## src/hdl/pidsc_pkg.sv

```systemverilog
// ----------------------------------------------------------------------------
// pidsc_pkg
// Shared types and constants for the PID speed controller.
// ----------------------------------------------------------------------------
package pidsc_pkg;

  localparam int SPEED_W  = 32;
  localparam int GAIN_W   = 24;
  localparam int RATE_W   = 16;
  localparam int LIMIT_W  = 15;
  localparam int VOLT_W   = 16;
  localparam int CFG_IDX_W  = 3;
  localparam int CFG_DATA_W = 24;

  // shared multiplier: signed 33 x signed 25
  localparam int MUL_A_W = 33;
  localparam int MUL_B_W = 25;
  localparam int MUL_P_W = MUL_A_W + MUL_B_W;

  localparam int DERIV_W = 49;
  localparam int TERM_W  = 64;
  localparam int ACC_W   = 88;

  localparam logic [GAIN_W-1:0]  KP_RST     = 24'd83060;
  localparam logic [GAIN_W-1:0]  KI_RST     = 24'd52522;
  localparam logic [GAIN_W-1:0]  KD_RST     = 24'd3131;
  localparam logic [GAIN_W-1:0]  PERIOD_RST = 24'd16777;
  localparam logic [RATE_W-1:0]  RATE_RST   = 16'd1000;
  localparam logic [LIMIT_W-1:0] LIMIT_RST  = 15'd14336;
  localparam logic [VOLT_W-1:0]  FLOOR_RST  = 16'hE000;

  typedef enum logic [CFG_IDX_W-1:0] {
    CFG_KP     = 3'd0,
    CFG_KI     = 3'd1,
    CFG_KD     = 3'd2,
    CFG_PERIOD = 3'd3,
    CFG_RATE   = 3'd4,
    CFG_LIMIT  = 3'd5,
    CFG_FLOOR  = 3'd6
  } cfg_idx_t;

  typedef enum logic [1:0] {
    CLAMP_NONE  = 2'd0,
    CLAMP_UPPER = 2'd1,
    CLAMP_DEAD  = 2'd2,
    CLAMP_LOWER = 2'd3
  } clamp_t;

  typedef enum logic [3:0] {
    ST_IDLE,
    ST_ERR,
    ST_STEP,
    ST_INTEG,
    ST_LOAD,
    ST_LO,
    ST_HI,
    ST_ACC,
    ST_ADD,
    ST_CLAMP
  } state_t;

  typedef enum logic [1:0] {
    TERM_P = 2'd0,
    TERM_I = 2'd1,
    TERM_D = 2'd2
  } term_t;

endpackage

```

## src/hdl/pidsc_mul.sv

```systemverilog
// ----------------------------------------------------------------------------
// pidsc_mul
// Shared signed multiplier with registered product.
// ----------------------------------------------------------------------------
module pidsc_mul import pidsc_pkg::*; (
  input  logic                      clk,
  input  logic                      en,
  input  logic signed [MUL_A_W-1:0] a,
  input  logic signed [MUL_B_W-1:0] b,
  output logic signed [MUL_P_W-1:0] prod_r
);

  always_ff @(posedge clk) begin
    if (en) begin
      prod_r <= a * b;
    end
  end

endmodule

```

## config.mk

```make
export PLATFORM = sky130hd
export DESIGN_NAME = pidsc_mul
export DESIGN_NICKNAME = d
export VERILOG_FILES = /design/src/hdl/pidsc_pkg.sv /design/src/hdl/pidsc_mul.sv
export SDC_FILE = /design/constraint.sdc
export NUM_CORES = 2
export LEC_CHECK = 0
export BUFFER_PORTS_ARGS = -buffer_cell sky130_fd_sc_hd__buf_2
export CAP_MARGIN = 40
export CORE_MARGIN = 1.5
export CORE_UTILIZATION = 60
export CTS_BUF_LIST = sky130_fd_sc_hd__clkbuf_8
export DETAILED_ROUTE_END_ITERATION = 8
export GPL_TIMING_DRIVEN = 0
export PLACE_DENSITY = 0.9
export SKIP_CTS_REPAIR_TIMING = 1
export SLEW_MARGIN = 5
export SYNTH_ARGS = -nofsm -noshare
export SYNTH_HDL_FRONTEND = slang
export SYNTH_SLANG_ARGS = --single-unit
export TNS_END_PERCENT = 5
```

## constraint.sdc

```tcl
create_clock -name clk -period 6.6 [get_ports clk]
set_input_delay 0.66 -clock clk [delete_from_list [all_inputs] [get_ports clk]]
set_output_delay 0.66 -clock clk [all_outputs]
set_load 0.01 [all_outputs]
```

== Word level (Yosys, flattened, before mapping) ==
Cells that the tools add are included.

* Register bits after elaboration: 58
* Output and inout port bits: 58
* Word-level logic and storage cells: 2

* Multiply operators: 1

{| class="wikitable"
|+ Operators with widths
! cell !! number
|-
| 33-bit by 25-bit multiplier with 58-bit output || 1
|}

== Depth between registers and ports, before layout ==
* Word-level depth: 1
* Mapped depth: 27
* Gate-level depth less buffers: 25

== Worst setup path before layout ==
OpenSTA, ideal clock, no wires.

* Path type: in2reg
* Start: input port a[32]
* End: register prod_r[57] (data pin)
* Stages on the path: 21
* Setup slack: -0.592 ns
* Arrival: 6.912 ns
* Setup time: 0.280 ns
* Cells stage by stage: clkbuf_1 > nand2_1 > inv_1 > fa_1 > fa_1 > inv_1 > fa_1 > inv_1 > fa_1 > fa_1 > fa_1 > fa_1 > ha_1 > clkbuf_8 > a21o_1 > a21o_1 > a21o_1 > a21o_1 > and3_1 > a21oi_1 > o211ai_1

* Longest elaborated chain between the ends: 1

{| class="wikitable"
|+ RTL lines
! item !! line !! source
|-
| start, declared || pidsc_mul.sv:8 || <nowiki>input logic signed [MUL_A_W-1:0] a,</nowiki>
|-
| 33-bit by 25-bit multiplier with 58-bit output || pidsc_mul.sv:15 || <nowiki>prod_r <= a * b;</nowiki>
|-
| end signal, assigned || pidsc_mul.sv:15 ||
|-
| end, declared || pidsc_mul.sv:10 || <nowiki>output logic signed [MUL_P_W-1:0] prod_r</nowiki>
|}

No other way between the ends.
A chain may end at the register's enable or synchronous reset.

== Final worst setup path ==
* Start: input port b[18]
* End: register prod_r[57] (data pin)

* Longest elaborated chain between the ends: 1

{| class="wikitable"
|+ RTL lines
! item !! line !! source
|-
| start, declared || pidsc_mul.sv:9 || <nowiki>input logic signed [MUL_B_W-1:0] b,</nowiki>
|-
| 33-bit by 25-bit multiplier with 58-bit output || pidsc_mul.sv:15 ||
|}

No other way between the ends.

==> summary.txt <==
Finish
  • Nets@finish: 4,495
  • Layout cell share with drive strength beyond 1: between 15 and 20%
  • Commonest non-fill, non-tap cells in the layout: fa_1, inv_1, nand2_1
  • Commonest non-fill, non-tap cell in the layout: fa_1
  • Most flops, register: prod_r
  • Final core occ: between 70% and 80%
  • Final Cell Area: between 30,000 and 40,000 um^2
  • Max reg flops: 58
  • Biggest regs: prod_r: 58 flops
  • P&R area growth vs syn: 14.8%

Clocking
  • Clk buf depth: 2
  • Cts bufs inserted: 9
  • Clock root buffer master: clkbuf_8
  • H-tree depth: 3
  • Clock transition at the registers of the reported paths: ~0.08 ns
  • CTS tree: built
  • Clock sinks: 58

Synth
  • Synth Instances: between 3,000 and 4,000
  • Synth Area in Compound Gates: under 10%
  • Xor and xnor area share after synthesis: under 10%
  • Post-synth ARST share: 0%
  • Cell Area, Synth: between 30,000 and 40,000 um^2
  • Number of synthesized flops with an enable pin: 58
  • Number of synthesized register bits: 58
  • Main combinational cell family by area after synthesis: adder cells
  • Post-synthesis mux area share: 0%
  • Area leader, netlist: fa_1
  • Netlist cell types: 60
  • Synth Area per Inst: about 9.6 um^2
  • Post-Synth Adder-Cell Area: between 60% and 70%
  • Post-synth top area share: between 50% and 60%
  • Synth Area in Simple Gates: between 10% and 20%
  • Ys Warns: 0
  • Top FF cell, synth: edfxtp_1
  • Net count after synthesis: approximately 4,300
  • Sequential area share after synthesis: 5.66%
  • Top post-synthesis cells by area: fa_1, inv_1, and2_1

Global route
  • M2 GR Usage: ~63%
  • GR Layer Usage met3: under 10%
  • Initial antenna violation count: 12
  • Busiest layer in global routing: met2
  • GRT Util Overall: between 40% and 50%
  • Largest net degree at the start of global routing: 40
  • Global-route wire length before repair: between 150,000 and 200,000 um
  • Number of global-route vias before repair: between 20,000 and 30,000
  • Grt ovf: 0
  • Met1 Use GR: between 40% and 50%

Timing
  • RSZ-0062 raised after global routing: yes
  • Final worst slack: -0.478 ns
  • Maximum clock rate: between 0.1 and 0.15 GHz
  • Worst slew margin: 56.9%
  • Hold slack: 0.772 ns
  • # setup viols final: 28
  • Slew @ Worst Pin: approximately 0.65 ns
  • Final period utilization: 107%
  • Slew Limit Fails: 0
  • Post-layout minimum cycle time: 7.08 ns
  • Hold Vio Cnt, Final: 0

Place
  • Placed cell areas: between 30,000 and 40,000 um^2
  • Final GP Congestion: ~1.1
  • Place WS: -2.03 ns
  • Post-DP HPWL: 85,800 um
  • Port buffer count: ~120

Status
  • Failing checks: negative setup slack
  • Run status: finished with violations

Worst setup path
  • Crit Path Max Fanout: 10
  • WP data required: around 6.7 ns
  • Crit Path Category: input pin to register
  • Critical Path Start Type: input pin
  • CP endpoint kind: register
  • Worst EP arrival: 7.18 ns

Min path
  • Hold Path Class: input pin to register
  • Hold path start: en
  • WHS Path Cells: 1
  • Hold endpoint: prod_r[57]$_DFFE_PP_

Route
  • Drt initial violations: 2,527
  • DR pass1 iterations: 7
  • Vias per inst: approximately 6.0
  • Post-route ant nets: 0
  • Remaining DRCs: 0
  • DR WL/cell: 26.3 um
  • Via count: 24,858
  • Final WL: between 100,000 and 150,000 um

Die
  • Initial core utilization: between 60% and 70%
  • DIE AREA: ~53,000 um^2
  • Rows: roughly 80
  • Core Region: between 50,000 and 60,000 um^2
  • I/O pin total: roughly 120
  • Die Span Y: roughly 230 um
  • Die X: between 200 and 250 um

Run
  • Max_cap viols: 0
## kinds of logic (layout without fill, tap and decap cells)
kind of cell	after synthesis	in the layout
compound gates	194	194
xor+xnor	59	59
fa+ha+maj	999	999
buf+inv	944	1177
flops	58	58
other cells	0	6
simple gates	954	954
## area by class of cell
type | count | area, um^2
timing repair buffer | 220 | 1800
sequential | 58 | 1740
antenna | 6 | 15.0
buffer | 155 | 1710
clock inverter | 7 | 101
clock buffer | 9 | 124
multi-input combinational | 2206 | 26100
fill | 3476 | 15000
tap | 672 | 841
inverter | 786 | 2970
## metal layers
| metal | wire [um] | vias up | share of wire (%) |
|---|---|---|---|
| met5 | 34 | - | 0.031 |
| met4 | 12900 | 4 | 12 |
| met3 | 13200 | 683 | 12 |
| met2 | 49100 | 1950 | 45 |
| met1 | 33000 | 12472 | 30 |
| li1 | - | 9749 | - |
## synthesized netlist by cell type, drive strengths merged (3+ instances only)
cell and n:
a211o 3, a211oi 9, a21o 36, a21oi 51, a31oi 12, and2 410
and3 8, buf 5, clkbuf 153, edfxtp 58, fa 842, ha 157
inv 785, nand2 416, nand2b 11, nand3 16, nand4 15, nor2 57
nor2b 5, nor3 6, nor3b 3, nor4 3, o211ai 9, o21a 6
o21ai 32, o21bai 15, o31ai 3, xnor2 44, xor2 15
## worst max-delay path: stages
cell      delay, ns
buf_2          0.27
buf_4          0.31
nand2_1        0.10
fa_1           0.50
inv_1          0.05
fa_1           0.50
fa_2           0.61
fa_2           0.46
fa_2           0.63
fa_1           0.53
inv_1          0.05
fa_1           0.49
inv_1          0.05
ha_1           0.20
a21o_1         0.20
a21o_1         0.19
a21oi_2        0.19
nor3b_2        0.21
nand4_1        0.16
o21ai_4        0.26
o221ai_4       0.20
a21oi_2        0.22
o211ai_1       0.10
## metrics by stage
step | cells | TNS [ns]
finish | 4119 | -7.70
floorplan | 3208 | -0.360
CTS | 4024 | -32.38
global route | 4113 | -10.23
detailed placement | 4008 | -48.39
global placement | 3997 | -50.30
## worst max-delay path by stage
stage           from              endpoint  slack [ns]  depth (start not counted)
6_report       b[18]  prod_r[57]$_DFFE_PP_       -0.48                         23
2_1_floorplan   b[2]  prod_r[55]$_DFFE_PP_       -0.05                         24
3_5_place_dp   b[11]  prod_r[57]$_DFFE_PP_       -2.03                         24
5_1_grt        a[17]  prod_r[55]$_DFFE_PP_       -0.53                         22
4_1_cts        b[11]  prod_r[57]$_DFFE_PP_       -1.63                         24
3_3_place_gp   a[20]  prod_r[57]$_DFFE_PP_       -2.10                         25
Power is left out: the tool's default activity adds up to more than one toggle a clock period on the data nets, which glitch-free logic cannot reach.
